<file path="src/sv/ilir_pkg.sv">
// Shared constants, operation codes and cell control type for the indexed list.
`default_nettype none
package ilir_pkg;

  // List size and derived widths
  localparam int DEPTH     = 64;
  localparam int CNT_W     = $clog2(DEPTH + 1);
  localparam int IDX_W     = $clog2(DEPTH);

  // Field widths fixed by the stream format
  localparam int MODE_W    = 2;
  localparam int POS_W     = 8;
  localparam int VAL_W     = 32;
  localparam int STAT_W    = 2;
  localparam int CNT_OUT_W = 7;

  // Signed width that holds a position plus the count
  localparam int RES_W     = ((CNT_W > POS_W) ? CNT_W : POS_W) + 1;

  // Operation codes
  localparam logic [MODE_W-1:0] MODE_APPEND = 2'd0;
  localparam logic [MODE_W-1:0] MODE_INSERT = 2'd1;
  localparam logic [MODE_W-1:0] MODE_REMOVE = 2'd2;
  localparam logic [MODE_W-1:0] MODE_READ   = 2'd3;

  // Status codes
  localparam logic [STAT_W-1:0] ST_DONE  = 2'd0;
  localparam logic [STAT_W-1:0] ST_RANGE = 2'd1;
  localparam logic [STAT_W-1:0] ST_FULL  = 2'd2;

  // Broadcast to every cell
  typedef struct packed {
    logic             ins;  // open a slot at idx, shift upper entries up
    logic             rem;  // close the slot at idx, shift upper entries down
    logic [IDX_W-1:0] idx;  // target slot, also the read slot
  } cell_ctrl_t;

endpackage
`default_nettype wire

</file>
<file path="src/sv/ilir_cell.sv">
// One storage cell of the list: holds one entry and trades it with its neighbors.
`default_nettype none
module ilir_cell (
  input  logic                       clk,
  input  ilir_pkg::cell_ctrl_t       ctrl,
  input  logic [ilir_pkg::IDX_W-1:0] slot,
  input  logic [ilir_pkg::VAL_W-1:0] new_value,
  input  logic [ilir_pkg::VAL_W-1:0] left_value,   // entry of slot - 1
  input  logic [ilir_pkg::VAL_W-1:0] right_value,  // entry of slot + 1
  output logic [ilir_pkg::VAL_W-1:0] value,
  output logic [ilir_pkg::VAL_W-1:0] read_tap
);
  import ilir_pkg::*;

  always_ff @(posedge clk) begin
    if (ctrl.ins) begin
      if (slot == ctrl.idx) begin
        value <= new_value;
      end else if (slot > ctrl.idx) begin
        value <= left_value;
      end
    end else if (ctrl.rem && (slot >= ctrl.idx)) begin
      value <= right_value;
    end
  end

  // Only the addressed cell drives its tap; the top ORs all taps.
  assign read_tap = (slot == ctrl.idx) ? value : '0;

endmodule
`default_nettype wire

</file>
<file path="config.mk">
export PLATFORM = sky130hd
export DESIGN_NAME = ilir_cell
export DESIGN_NICKNAME = d
export VERILOG_FILES = /design/src/sv/ilir_pkg.sv /design/src/sv/ilir_cell.sv
export SDC_FILE = /design/constraint.sdc
export NUM_CORES = 1
export LEC_CHECK = 0
export ABC_AREA = 1
export BUFFER_PORTS_ARGS = -buffer_cell sky130_fd_sc_hd__buf_2
export CAP_MARGIN = 20
export CORE_MARGIN = 5
export CORE_UTILIZATION = 36
export CTS_CLUSTER_SIZE = 10
export DETAILED_ROUTE_END_ITERATION = 7
export PLACE_DENSITY_LB_ADDON = 0.1
export SYNTH_ARGS = -nofsm -noshare
export SYNTH_HDL_FRONTEND = slang
export SYNTH_SLANG_ARGS = --single-unit
</file>
<file path="constraint.sdc">
create_clock -name clk -period 1.93 [get_ports clk]
set_input_delay 0.193 -clock clk [delete_from_list [all_inputs] [get_ports clk]]
set_output_delay 0.193 -clock clk [all_outputs]
set_load 0.01 [all_outputs]
</file>
==> flow_metrics.tcl <==
set metrics [dict create \
    top_regs "value x32" \
    drc_errors 0 \
    async_flop_share_pct 0 \
    drt_iter0_markers 61 \
    io_pins 175 \
    use_met1_pct 19.61 \
    crit_arrival_ps 1420 \
    crit_top_cell "buf_2" \
    tightest_slew_ps 349.2 \
    htreeDepth 2 \
    drv_slew 0 \
    power.density_nw_per_um2 606.8 \
    syn_nets 459 \
    cp-end-kind "primary output" \
    seq_area_frac_synth_pct 42.43 \
    yosysTopAreaCell "edfxtp_1" \
    worstSetupPathType "input pin to primary output" \
    cap_violations 0 \
    finalSetupViolations 0 \
    post-cts-setup-buffer-count 0 \
    cts_made_buffers 5 \
    syn_inst 342 \
    critPathMaxStageDelay_ps 280 \
    die_area_sq_um 7977 \
    yosys_warnings 0 \
    cts_tree "built" \
    yosys-top-cells-area "edfxtp_1, nand2_1, inv_1, nand3_1, nor2_1" \
    diodes 0 \
    finalSetupTns_ps 0 \
    cp_num_buf_inv 4 \
    grt_max_degree 36 \
    hp-class "input pin to register" \
    gr-usage-all-layers_pct 17.72 \
    clockBufferDepth 2 \
    start_util_pct 37.58 \
    grt_use_met3_pct 5.714 \
    final-hold-violation-count 0 \
    grt-ovfl-total 0 \
    top_register "value" \
    fin_util_pct 54.51 \
    synth_most_common_cell "nand2_1" \
    crit_path_start_kind "input pin" \
    finalCriticalPeriod_ps 1617 \
    slew_headroom_pct 76.72 \
    met2_usage_pct 32.75 \
    port_buffers 174 \
    synth_edf_count 32 \
    synth_cell_types 14 \
    fin_crit_sh_pct 83.77 \
    drive_gt1_share_pct 37.55 \
    root_buffer "clkbuf_8" \
    power_leakage_nw 2.069 \
    postSynthAreaPerCell_sq_um 6.622 \
    largest_reg_flops 32 \
    viasPerCell 4.348 \
    crit_fanout 35 \
    grt_antenna_before_repair 0 \
    drt_pre_antenna_iters 4 \
    max_freq_ghz 0.6185 \
    synth_flop_cell "edfxtp_1" \
    nets 630 \
    hold_buffers 0 \
    busiest_layer "met2" \
    cts_resized 0 \
    wl_per_cell_um 11.88 \
    area_delta_synth_final_pct 45.03 \
    rows 28 \
    first_global_vias 2534 \
    fp.dieW_um 89.32 \
    critPathSlowestCell "ha_1" \
    yosysTopAreaCellShare_pct 42.43 \
    status "finished clean" \
    crit_required_ps 1740 \
    synthTopCellsByCount "nand2_1, inv_1, nand3_1" \
    crit_family "buffers and inverters" \
    num_vias 2561 \
    worstPathCellList "buf_2, inv_1, ha_1, nand2_1, nor2_4, nand2_2, buf_4, nor2_1, buf_2" \
    peakVddDrop_v 0.0002929 \
    gpl.final_weighted_congestion 0.7882 \
    fp.dieH_um 89.32 \
    finalPower_mw 1.993 \
    ant_nets 0 \
    synth_seq_cells 32 \
    grt_pass1_wl_um 10920 \
    hold_ws_ps 181.6 \
    drt-total-wl_um 6999 \
    synth_area_sq_um 2265 \
    rsz0062_at_grt "false" \
    hpwl_um 5719 \
    cts_sinks 32 \
    coreArea_sq_um 6026 \
    clk_pin_slew_ps 60 \
]
==> tightest hold or removal path: cells and delay by family <==
kind                   cells  cell delay, ps
AND/OR/NAND/NOR            2              90
buffers and inverters      1              70
==> final cells by class <==
type / instances / area [sq um]
flip-flops and latches: 32 / 960.9
clock buffers: 7 / 76.32
multi-input cells: 245 / 1031
fillers: 632 / 2741
repair buffers: 184 / 945.9
clock inverters: 1 / 3.754
well taps: 75 / 93.84
inverters: 45 / 172.7
==> layer usage <==
layer,routed length [um],part of all wire [%]
met1,2649,38
met2,3545,51
met3,717,10
met4,87,1.2
met5,0,0
==> per-stage QoR <==
stage	setup WS, ps	std cells	area, sq um
5_1_grt	188.5	589	3284
2_1_floorplan	23.61	342	2271
6_report	313.2	589	3284
4_1_cts	305.1	589	3284
3_5_place_dp	150.1	581	3204
3_3_place_gp	183.3	581	3204
==> layout by cell type, fill, tap and decap left out <==
cell and n:
inv_1 44, or2_2 1, clkbuf_1 2, o21bai_1 1, clkinvlp_4 1, clkinv_1 1, nand3_1 33, edfxtp_1 32
nand2_2 1, buf_4 10, nor2_1 32, buf_2 174, nor2_4 1, clkbuf_8 5, a21oi_1 1, nand2_1 169
ha_1 6
==> power by group <==
part | leakage [nW] | switching [mW] | internal [mW]
registers | 0.300 | 0.0552 | 0.902
logic | 1.73 | 0.320 | 0.240
clock network | 0.0399 | 0.225 | 0.250
==> path summary, 6_finish.rpt <==
kind                       startpoint                   to  slack, ps  cells past startpoint
worst max-delay path          ctrl[3]         read_tap[31]        310                      9
worst min-delay path  right_value[26]  value[26]$_DFFE_PP_        180                      3
==> cell families after synthesis <==
kind of cell	synth area share, %
AO/OA/AOI/OAI	0.5524
adder cells (fa/ha/maj)	3.315
AND/OR/NAND/NOR	41.55
flip-flops	42.43
buffers and inverters	12.15
No activity file was read; power rests on OpenSTA's default activity.
